## src/design/dsef_pkg.sv

```systemverilog
// Shared types and constants for the DLE/STX/ETX packet framer.
// No dependencies; every other file of the framer imports this package.
`default_nettype none

package dsef_pkg;

    typedef struct packed {
        logic [7:0] payload_byte;
        logic       last_of_packet;
    } in_item_t;

    typedef struct packed {
        logic [7:0] line_byte;
        logic       burst_end;
    } out_item_t;

    typedef struct packed {
        logic [7:0] start_char;
        logic [7:0] end_char;
        logic [7:0] escape_char;
    } ctrl_chars_t;

    // One classified item, as handed from the front to the back
    typedef struct packed {
        logic       first;
        logic       esc_data;
        logic [7:0] data;
        logic       last;
        logic       esc_check;
        logic [7:0] check;
    } cmd_t;

    typedef struct packed {
        logic       in_pkt;
        logic [7:0] sum;
    } front_status_t;

    typedef struct packed {
        logic busy;
        logic pop;
    } back_status_t;

    localparam int CFG_IDX_W = 2;
    localparam logic [CFG_IDX_W-1:0] CFG_START  = 2'd0;
    localparam logic [CFG_IDX_W-1:0] CFG_END    = 2'd1;
    localparam logic [CFG_IDX_W-1:0] CFG_ESCAPE = 2'd2;

    localparam logic [7:0] START_RESET  = 8'h0F;
    localparam logic [7:0] END_RESET    = 8'h04;
    localparam logic [7:0] ESCAPE_RESET = 8'h05;

    localparam int Q_DEPTH = 2;
    localparam int Q_PTR_W = (Q_DEPTH > 1) ? $clog2(Q_DEPTH) : 1;
    localparam int Q_LVL_W = $clog2(Q_DEPTH + 1);

endpackage

`default_nettype wire

```

## src/design/dle_stx_etx_packet_framer.sv

```systemverilog
// Top level of the DLE/STX/ETX packet framer: control character registers,
// front end, command queue and back end. Depends on dsef_pkg and all dsef_ modules.
//
//   channel  direction  handshake            payload
//   in       input      in_valid / in_stall  in_item  (payload_byte, last_of_packet)
//   out      output     out_valid/out_stall  out_item (line_byte, burst_end)
//   cfg      input      cfg_write            cfg_index, cfg_data
//
// An item becomes 1 to 7 line bytes (2 start chars if first, escape + byte, escape +
// checksum + end if last); the back end emits one line byte per cycle unless stalled.
// The front takes an item every cycle while the 2-entry command queue has room.
// Reset is asynchronous; control chars return to 0x0F/0x04/0x05, no clearing pass.
// out_stall holds the output register; in_stall rises only when the queue is full.
`default_nettype none

module dle_stx_etx_packet_framer
    import dsef_pkg::*;
(
    input  wire logic                 clk,
    input  wire logic                 rst_n,
    input  wire logic                 in_valid,
    output logic                      in_stall,
    input  wire in_item_t             in_item,
    output logic                      out_valid,
    input  wire logic                 out_stall,
    output out_item_t                 out_item,
    input  wire logic                 cfg_write,
    input  wire logic [CFG_IDX_W-1:0] cfg_index,
    input  wire logic [7:0]           cfg_data
);

    ctrl_chars_t        chars_reg;
    logic               q_push;
    cmd_t               q_cmd;
    logic               q_pop;
    cmd_t               q_head;
    logic               q_full;
    logic               q_empty;
    logic [Q_LVL_W-1:0] q_level;
    front_status_t      front_st;
    back_status_t       back_st;

    always_ff @(posedge clk or negedge rst_n)
    begin
        if (!rst_n)
        begin
            chars_reg.start_char  <= START_RESET;
            chars_reg.end_char    <= END_RESET;
            chars_reg.escape_char <= ESCAPE_RESET;
        end
        else if (cfg_write)
        begin
            case (cfg_index)
                CFG_START:  chars_reg.start_char  <= cfg_data;
                CFG_END:    chars_reg.end_char    <= cfg_data;
                CFG_ESCAPE: chars_reg.escape_char <= cfg_data;
                default:    ;
            endcase
        end
    end

    dsef_front u_front (
        .clk      (clk),
        .rst_n    (rst_n),
        .chars    (chars_reg),
        .in_valid (in_valid),
        .in_stall (in_stall),
        .in_item  (in_item),
        .q_full   (q_full),
        .q_push   (q_push),
        .q_cmd    (q_cmd),
        .status   (front_st)
    );

    dsef_fifo u_fifo (
        .clk      (clk),
        .rst_n    (rst_n),
        .push     (q_push),
        .push_cmd (q_cmd),
        .pop      (q_pop),
        .head     (q_head),
        .full     (q_full),
        .empty    (q_empty),
        .level    (q_level)
    );

    dsef_back u_back (
        .clk       (clk),
        .rst_n     (rst_n),
        .chars     (chars_reg),
        .head      (q_head),
        .q_empty   (q_empty),
        .q_pop     (q_pop),
        .out_valid (out_valid),
        .out_stall (out_stall),
        .out_item  (out_item),
        .status    (back_st)
    );

`ifndef SYNTHESIS
    a_level_bound: assert property (@(posedge clk) disable iff (!rst_n)
        q_level <= Q_LVL_W'(Q_DEPTH))
        else $error("command queue level beyond depth");

    a_busy_has_head: assert property (@(posedge clk) disable iff (!rst_n)
        back_st.busy |-> !q_empty)
        else $error("back end mid-item with an empty queue");

    a_sum_idle: assert property (@(posedge clk) disable iff (!rst_n)
        !front_st.in_pkt |-> (front_st.sum == 8'd0))
        else $error("running sum not cleared between packets");

    a_pop_shows: assert property (@(posedge clk) disable iff (!rst_n)
        back_st.pop |=> (out_valid && out_item.burst_end))
        else $error("item retired without its final byte in the output register");
`endif

endmodule

`default_nettype wire

```

## src/design/dsef_front.sv

```systemverilog
// Front end: accepts payload items, tracks packet state and the running sum,
// and turns each item into a command for the back end. Depends on dsef_pkg.
`default_nettype none

module dsef_front
    import dsef_pkg::*;
(
    input  wire logic          clk,
    input  wire logic          rst_n,
    input  wire ctrl_chars_t   chars,
    input  wire logic          in_valid,
    output logic               in_stall,
    input  wire in_item_t      in_item,
    input  wire logic          q_full,
    output logic               q_push,
    output cmd_t               q_cmd,
    output front_status_t      status
);

    logic       inside_reg;
    logic       inside_next;
    logic [7:0] sum_reg;
    logic [7:0] sum_next;
    logic [7:0] sum_new;
    logic       accept;

    function automatic logic is_control(input logic [7:0] value, input ctrl_chars_t c);
        return (value == c.start_char) || (value == c.end_char) || (value == c.escape_char);
    endfunction

    assign in_stall = q_full;
    assign accept   = in_valid && !q_full;
    assign q_push   = accept;

    always_comb
    begin
        sum_new         = (inside_reg ? sum_reg : 8'd0) + in_item.payload_byte;
        q_cmd.first     = !inside_reg;
        q_cmd.data      = in_item.payload_byte;
        q_cmd.esc_data  = is_control(in_item.payload_byte, chars);
        q_cmd.last      = in_item.last_of_packet;
        q_cmd.check     = 8'd0 - sum_new;
        q_cmd.esc_check = is_control(q_cmd.check, chars);

        inside_next = inside_reg;
        sum_next    = sum_reg;
        if (accept)
        begin
            inside_next = !in_item.last_of_packet;
            sum_next    = in_item.last_of_packet ? 8'd0 : sum_new;
        end
    end

    always_ff @(posedge clk or negedge rst_n)
    begin
        if (!rst_n)
        begin
            inside_reg <= 1'b0;
            sum_reg    <= 8'd0;
        end
        else
        begin
            inside_reg <= inside_next;
            sum_reg    <= sum_next;
        end
    end

    assign status.in_pkt = inside_reg;
    assign status.sum    = sum_reg;

endmodule

`default_nettype wire

```

## src/design/dsef_fifo.sv

```systemverilog
// Short command queue between the front and back ends of the framer.
// Depends on dsef_pkg (cmd_t, Q_DEPTH and pointer widths).
`default_nettype none

module dsef_fifo
    import dsef_pkg::*;
(
    input  wire logic               clk,
    input  wire logic               rst_n,
    input  wire logic               push,
    input  wire cmd_t               push_cmd,
    input  wire logic               pop,
    output cmd_t                    head,
    output logic                    full,
    output logic                    empty,
    output logic [Q_LVL_W-1:0]      level
);

    cmd_t               entry_reg [Q_DEPTH];
    logic [Q_PTR_W-1:0] wr_ptr_reg;
    logic [Q_PTR_W-1:0] rd_ptr_reg;
    logic [Q_LVL_W-1:0] level_reg;
    logic               do_push;
    logic               do_pop;

    localparam logic [Q_PTR_W-1:0] PTR_LAST = Q_PTR_W'(Q_DEPTH - 1);
    localparam logic [Q_LVL_W-1:0] LVL_FULL = Q_LVL_W'(Q_DEPTH);

    assign full    = (level_reg == LVL_FULL);
    assign empty   = (level_reg == '0);
    assign level   = level_reg;
    assign head    = entry_reg[rd_ptr_reg];
    assign do_push = push && !full;
    assign do_pop  = pop && !empty;

    always_ff @(posedge clk)
    begin
        if (do_push)
        begin
            entry_reg[wr_ptr_reg] <= push_cmd;
        end
    end

    always_ff @(posedge clk or negedge rst_n)
    begin
        if (!rst_n)
        begin
            wr_ptr_reg <= '0;
            rd_ptr_reg <= '0;
            level_reg  <= '0;
        end
        else
        begin
            if (do_push)
            begin
                wr_ptr_reg <= (wr_ptr_reg == PTR_LAST) ? '0 : wr_ptr_reg + 1'b1;
            end
            if (do_pop)
            begin
                rd_ptr_reg <= (rd_ptr_reg == PTR_LAST) ? '0 : rd_ptr_reg + 1'b1;
            end
            if (do_push && !do_pop)
            begin
                level_reg <= level_reg + 1'b1;
            end
            else if (do_pop && !do_push)
            begin
                level_reg <= level_reg - 1'b1;
            end
        end
    end

endmodule

`default_nettype wire

```

## src/design/dsef_back.sv

```systemverilog
// Back end: walks each queued command through its line bytes, one per cycle unless
// the output is stalled, into the output register. Depends on dsef_pkg.
`default_nettype none

module dsef_back
    import dsef_pkg::*;
(
    input  wire logic          clk,
    input  wire logic          rst_n,
    input  wire ctrl_chars_t   chars,
    input  wire cmd_t          head,
    input  wire logic          q_empty,
    output logic               q_pop,
    output logic               out_valid,
    input  wire logic          out_stall,
    output out_item_t          out_item,
    output back_status_t       status
);

    typedef enum logic [2:0] {
        PH_S1,
        PH_S2,
        PH_ESCD,
        PH_DATA,
        PH_ESCC,
        PH_CHECK,
        PH_END
    } phase_t;

    phase_t     phase_reg;
    phase_t     phase_cur;
    phase_t     phase_next;
    logic       busy_reg;
    logic       out_valid_reg;
    out_item_t  out_item_reg;
    logic [7:0] byte_next;
    logic       final_ph;
    logic       load;

    always_comb
    begin
        if (busy_reg)
        begin
            phase_cur = phase_reg;
        end
        else if (head.first)
        begin
            phase_cur = PH_S1;
        end
        else
        begin
            phase_cur = head.esc_data ? PH_ESCD : PH_DATA;
        end

        final_ph   = 1'b0;
        phase_next = phase_cur;
        case (phase_cur)
            PH_S1:
            begin
                byte_next  = chars.start_char;
                phase_next = PH_S2;
            end
            PH_S2:
            begin
                byte_next  = chars.start_char;
                phase_next = head.esc_data ? PH_ESCD : PH_DATA;
            end
            PH_ESCD:
            begin
                byte_next  = chars.escape_char;
                phase_next = PH_DATA;
            end
            PH_DATA:
            begin
                byte_next = head.data;
                if (head.last)
                begin
                    phase_next = head.esc_check ? PH_ESCC : PH_CHECK;
                end
                else
                begin
                    final_ph = 1'b1;
                end
            end
            PH_ESCC:
            begin
                byte_next  = chars.escape_char;
                phase_next = PH_CHECK;
            end
            PH_CHECK:
            begin
                byte_next  = head.check;
                phase_next = PH_END;
            end
            PH_END:
            begin
                byte_next = chars.end_char;
                final_ph  = 1'b1;
            end
            default:
            begin
                byte_next = head.data;
                final_ph  = 1'b1;
            end
        endcase
    end

    // output register is free when empty or being taken this cycle
    assign load  = !q_empty && (!out_valid_reg || !out_stall);
    assign q_pop = load && final_ph;

    always_ff @(posedge clk or negedge rst_n)
    begin
        if (!rst_n)
        begin
            phase_reg     <= PH_S1;
            busy_reg      <= 1'b0;
            out_valid_reg <= 1'b0;
            out_item_reg  <= '0;
        end
        else if (load)
        begin
            phase_reg              <= phase_next;
            busy_reg               <= !final_ph;
            out_valid_reg          <= 1'b1;
            out_item_reg.line_byte <= byte_next;
            out_item_reg.burst_end <= final_ph;
        end
        else if (!out_stall)
        begin
            out_valid_reg <= 1'b0;
        end
    end

    assign out_valid   = out_valid_reg;
    assign out_item    = out_item_reg;
    assign status.busy = busy_reg;
    assign status.pop  = q_pop;

endmodule

`default_nettype wire
```

## config.mk

```make
export PLATFORM = sky130hd
export DESIGN_NAME = dle_stx_etx_packet_framer
export DESIGN_NICKNAME = d
export VERILOG_FILES = /design/src/design/dsef_pkg.sv /design/src/design/dle_stx_etx_packet_framer.sv /design/src/design/dsef_front.sv /design/src/design/dsef_fifo.sv /design/src/design/dsef_back.sv
export SDC_FILE = /design/constraint.sdc
export NUM_CORES = 1
export LEC_CHECK = 0
export ABC_AREA = 1
export BUFFER_PORTS_ARGS = -buffer_cell sky130_fd_sc_hd__buf_2
export CORE_MARGIN = 2
export CORE_UTILIZATION = 61
export DETAILED_ROUTE_END_ITERATION = 8
export PLACE_DENSITY_LB_ADDON = 0.15
export SYNTH_ARGS = -nofsm -noshare
export SYNTH_HDL_FRONTEND = slang
export SYNTH_SLANG_ARGS = --single-unit
```

## constraint.sdc

```tcl
create_clock -name clk -period 3.65 [get_ports clk]
set_input_delay 0.5475 -clock clk [delete_from_list [all_inputs] [get_ports clk]]
set_output_delay 0.5475 -clock clk [all_outputs]
set_load 0.005 [all_outputs]
```

==> flow_summary.json <==
{
  "design.core.area_um2": 8260,
  "startpoint_type": "flop",
  "clkSinkCount": 91,
  "worstPathRequired_ns": 3.90,
  "cts_setup_buffers": 0,
  "end_kind": "flop",
  "routabilityCongestion": 0.872,
  "setup_ws_ns": 0.727,
  "grt_pass1_vias": 4101,
  "drt-total-wl_um": 12600,
  "status": "finished clean",
  "reg2reg_slack_ns": 0.73,
  "start_util_pct": 63.1,
  "synthArstFlopShare_pct": 56.0,
  "synth_cells": 622,
  "p_per_area_nw_per_um2": 758,
  "synth_enable_flop_cells": 40,
  "worst-setup-path-type": "reg -> reg",
  "drt-initial-drc-count": 185,
  "max_freq_ghz": 0.342,
  "final_nets": 696,
  "p_leak_nw": 2.78,
  "cts_resized": 0,
  "grt_max_degree": 52,
  "area_growth_pct": 9.60,
  "num_rows": 33,
  "synthFlopType": "dfrtp_1",
  "dp_slack_ns": 0.668,
  "fp.dieH_um": 96.4,
  "slew_violations": 0,
  "syn-mean-instance-area_um2": 8.38,
  "antenna_cells": 0,
  "min_period_over_period_pct": 80.1,
  "maxSlewHeadroom_pct": 26.9,
  "wl_per_cell_um": 16.3,
  "clockBufferDepth": 2,
  "worstReg2RegStart": "u_fifo.rd_ptr_reg",
  "rsz0062_at_grt": "false",
  "ir_worst_vdd_uv": 366,
  "cts_tree": "built",
  "seq_area_frac_synth_pct": 47.7,
  "cts.clk_slew.worst_paths_ns": 0.10,
  "period_minus_slack_ns": 2.92,
  "setup_viol": 0,
  "r2r-end": "u_fifo.level[1]",
  "mappedNetlistNets": 656,
  "vias": 4231,
  "ys_ff_latch": 91,
  "ys_warn_count": 0,
  "dpl.cell_count": 756,
  "hold_viol": 0,
  "fin_skew_ns": 0.0141,
  "io_pins": 35,
  "min_path_type": "in -> async",
  "cts_made_buffers": 9,
  "grt_overflow": 0,
  "synth.distinct_cells": 45,
  "r2r_cells": 14,
  "dp_hpwl_um": 9720,
  "crit_arrival_ns": 3.18,
  "postRouteAntennaNets": 0,
  "clk_latency_ns": 0.37,
  "cap_violations": 0,
  "setup_tns_ns": 0,
  "die_width_um": 96.4,
  "groute.usage.overall_pct": 29.5,
  "largest_reg_flops": 40,
  "die-area_um2": 9300,
  "cts_max_level": 3,
  "port_buffers": 34,
  "cts-root-buf": "clkbuf_8",
  "worst_pin_slew_ns": 1.10,
  "cp_max_fo": 14,
  "vias_per_cell": 5.48,
  "grt_pass1_wl_um": 20400,
  "syn-cell-area_um2": 5210,
  "drive_gt1_share_pct": 18.0,
  "antenna_found_initial": 0,
  "drt_pre_antenna_iters": 4,
  "cts_hold_buf": 0,
  "finalNonFillerCells": 772,
  "drc": 0
}
-- cell type report --
cell class | count | area, um2
clock inverter | 4 | 33.8
fill | 718 | 2550
inverter | 89 | 334
multi-input combinational | 431 | 2340
clock buffer | 12 | 166
tap | 105 | 131
sequential | 91 | 2490
timing repair buffer | 40 | 215
-- cell usage after synthesis (2+ instances only) --
master	number	area share, %
dfrtp_1	44	21
nand2_2	19	2.3
nand3_2	11	2.1
nor2_4	3	0.65
nor3_1	7	0.67
xor2_1	11	1.8
o2111ai_1	9	1.5
o21ai_0	48	4.6
inv_1	81	5.8
a21oi_1	12	1.2
clkbuf_1	9	0.65
inv_2	7	0.50
nand2_4	3	0.65
nor2_1	23	1.7
nand3b_1	4	0.58
edfxtp_1	40	23
or2_2	9	1.1
nand4_1	6	0.72
nor4_1	2	0.24
nand2_1	188	14
xnor2_1	13	2.2
o211ai_1	5	0.72
nand3_1	30	2.9
o22ai_1	3	0.36
dfstp_2	7	3.5
ha_1	9	2.2
-- cell usage in the layout, fill, tap and decap left out, types with 10 or more instances in the layout --
| cell type | count |
|---|---|
| a21oi_1 | 12 |
| buf_2 | 34 |
| clkbuf_8 | 10 |
| dfrtp_1 | 44 |
| edfxtp_1 | 40 |
| inv_1 | 81 |
| nand2_1 | 188 |
| nand2_2 | 19 |
| nand3_1 | 30 |
| nand3_2 | 11 |
| nor2_1 | 23 |
| o21ai_0 | 48 |
| xnor2_1 | 13 |
| xor2_1 | 11 |
-- power by group --
| group | switching (W) | internal [W] | leakage [nW] |
|---|---|---|---|
| registers | 0.000218 | 0.00144 | 0.990 |
| logic | 0.00131 | 0.000679 | 1.69 |
| clock network | 0.000369 | 0.000312 | 0.0979 |
| total | 0.00189 | 0.00243 | 2.78 |
-- worst max-delay path, cell delays in order (launching register included) --
cell and delay [ns]:
dfrtp_1 0.70, buf_4 0.27, nand2_1 0.06, o21ai_0 0.07
inv_1 0.08, o21ai_2 0.19, nand2_2 0.18, nor2_1 0.18
nand2_1 0.10, nand2_1 0.07, nand2_1 0.13, ha_1 0.35
a21oi_1 0.14, o21ai_0 0.12, xor2_1 0.15
-- routing by layer --
metal  share of wire, %  vias to the layer above  wire length (um)  GRT usage, %
met5                  0                        -                 0             0
met4                2.9                        0               370          12.8
met3                3.9                       24               496          4.03
met2                 48                      109              6000          49.2
met1                 46                     1986              5750          38.6
li1                   -                     2112                 -             -
-- worst max path at each step --
stage	from	to	slack, ns	cells after the start
after floorplan	u_front.inside_reg	u_fifo.entry_reg[0][8]	1.01	17
after global placement	in_item[1]	u_fifo.entry_reg[0][8]	0.73	15
after detailed placement	in_item[1]	u_fifo.entry_reg[0][8]	0.67	15
after CTS	u_fifo.rd_ptr_reg	u_fifo.level[1]	0.73	14
after global routing	u_front.inside_reg	u_fifo.entry_reg[0][8]	0.38	16
final	u_fifo.rd_ptr_reg	u_fifo.level[1]	0.73	14
-- through the flow --
stage / power [W] / area [um2] / hold WS, ns / utilization [%]
6_report: 0.00433 / 5710 / 0.376 / 69.2
5_1_grt: 0.00465 / 5710 / 0.388 / 69.2
4_1_cts: 0.00433 / 5710 / 0.385 / 69.2
3_5_place_dp: 0.00365 / 5510 / 0.460 / 66.7
3_3_place_gp: 0.00357 / 5510 / 0.458 / 66.7
2_1_floorplan: 0.00307 / 5210 / 0.252 / -
-- kinds of logic after synthesis --
kind of cell,count (synthesis),synth area share [%]
AOI/OAI and AO/OA,87,9.82
adders and majority gates,10,2.55
DFF,91,47.7
xor gates and xnor gates,24,4.03
buffers and inverters,100,7.30
and+or+nand+nor,310,28.6
Power figures use the tool's default switching activity.
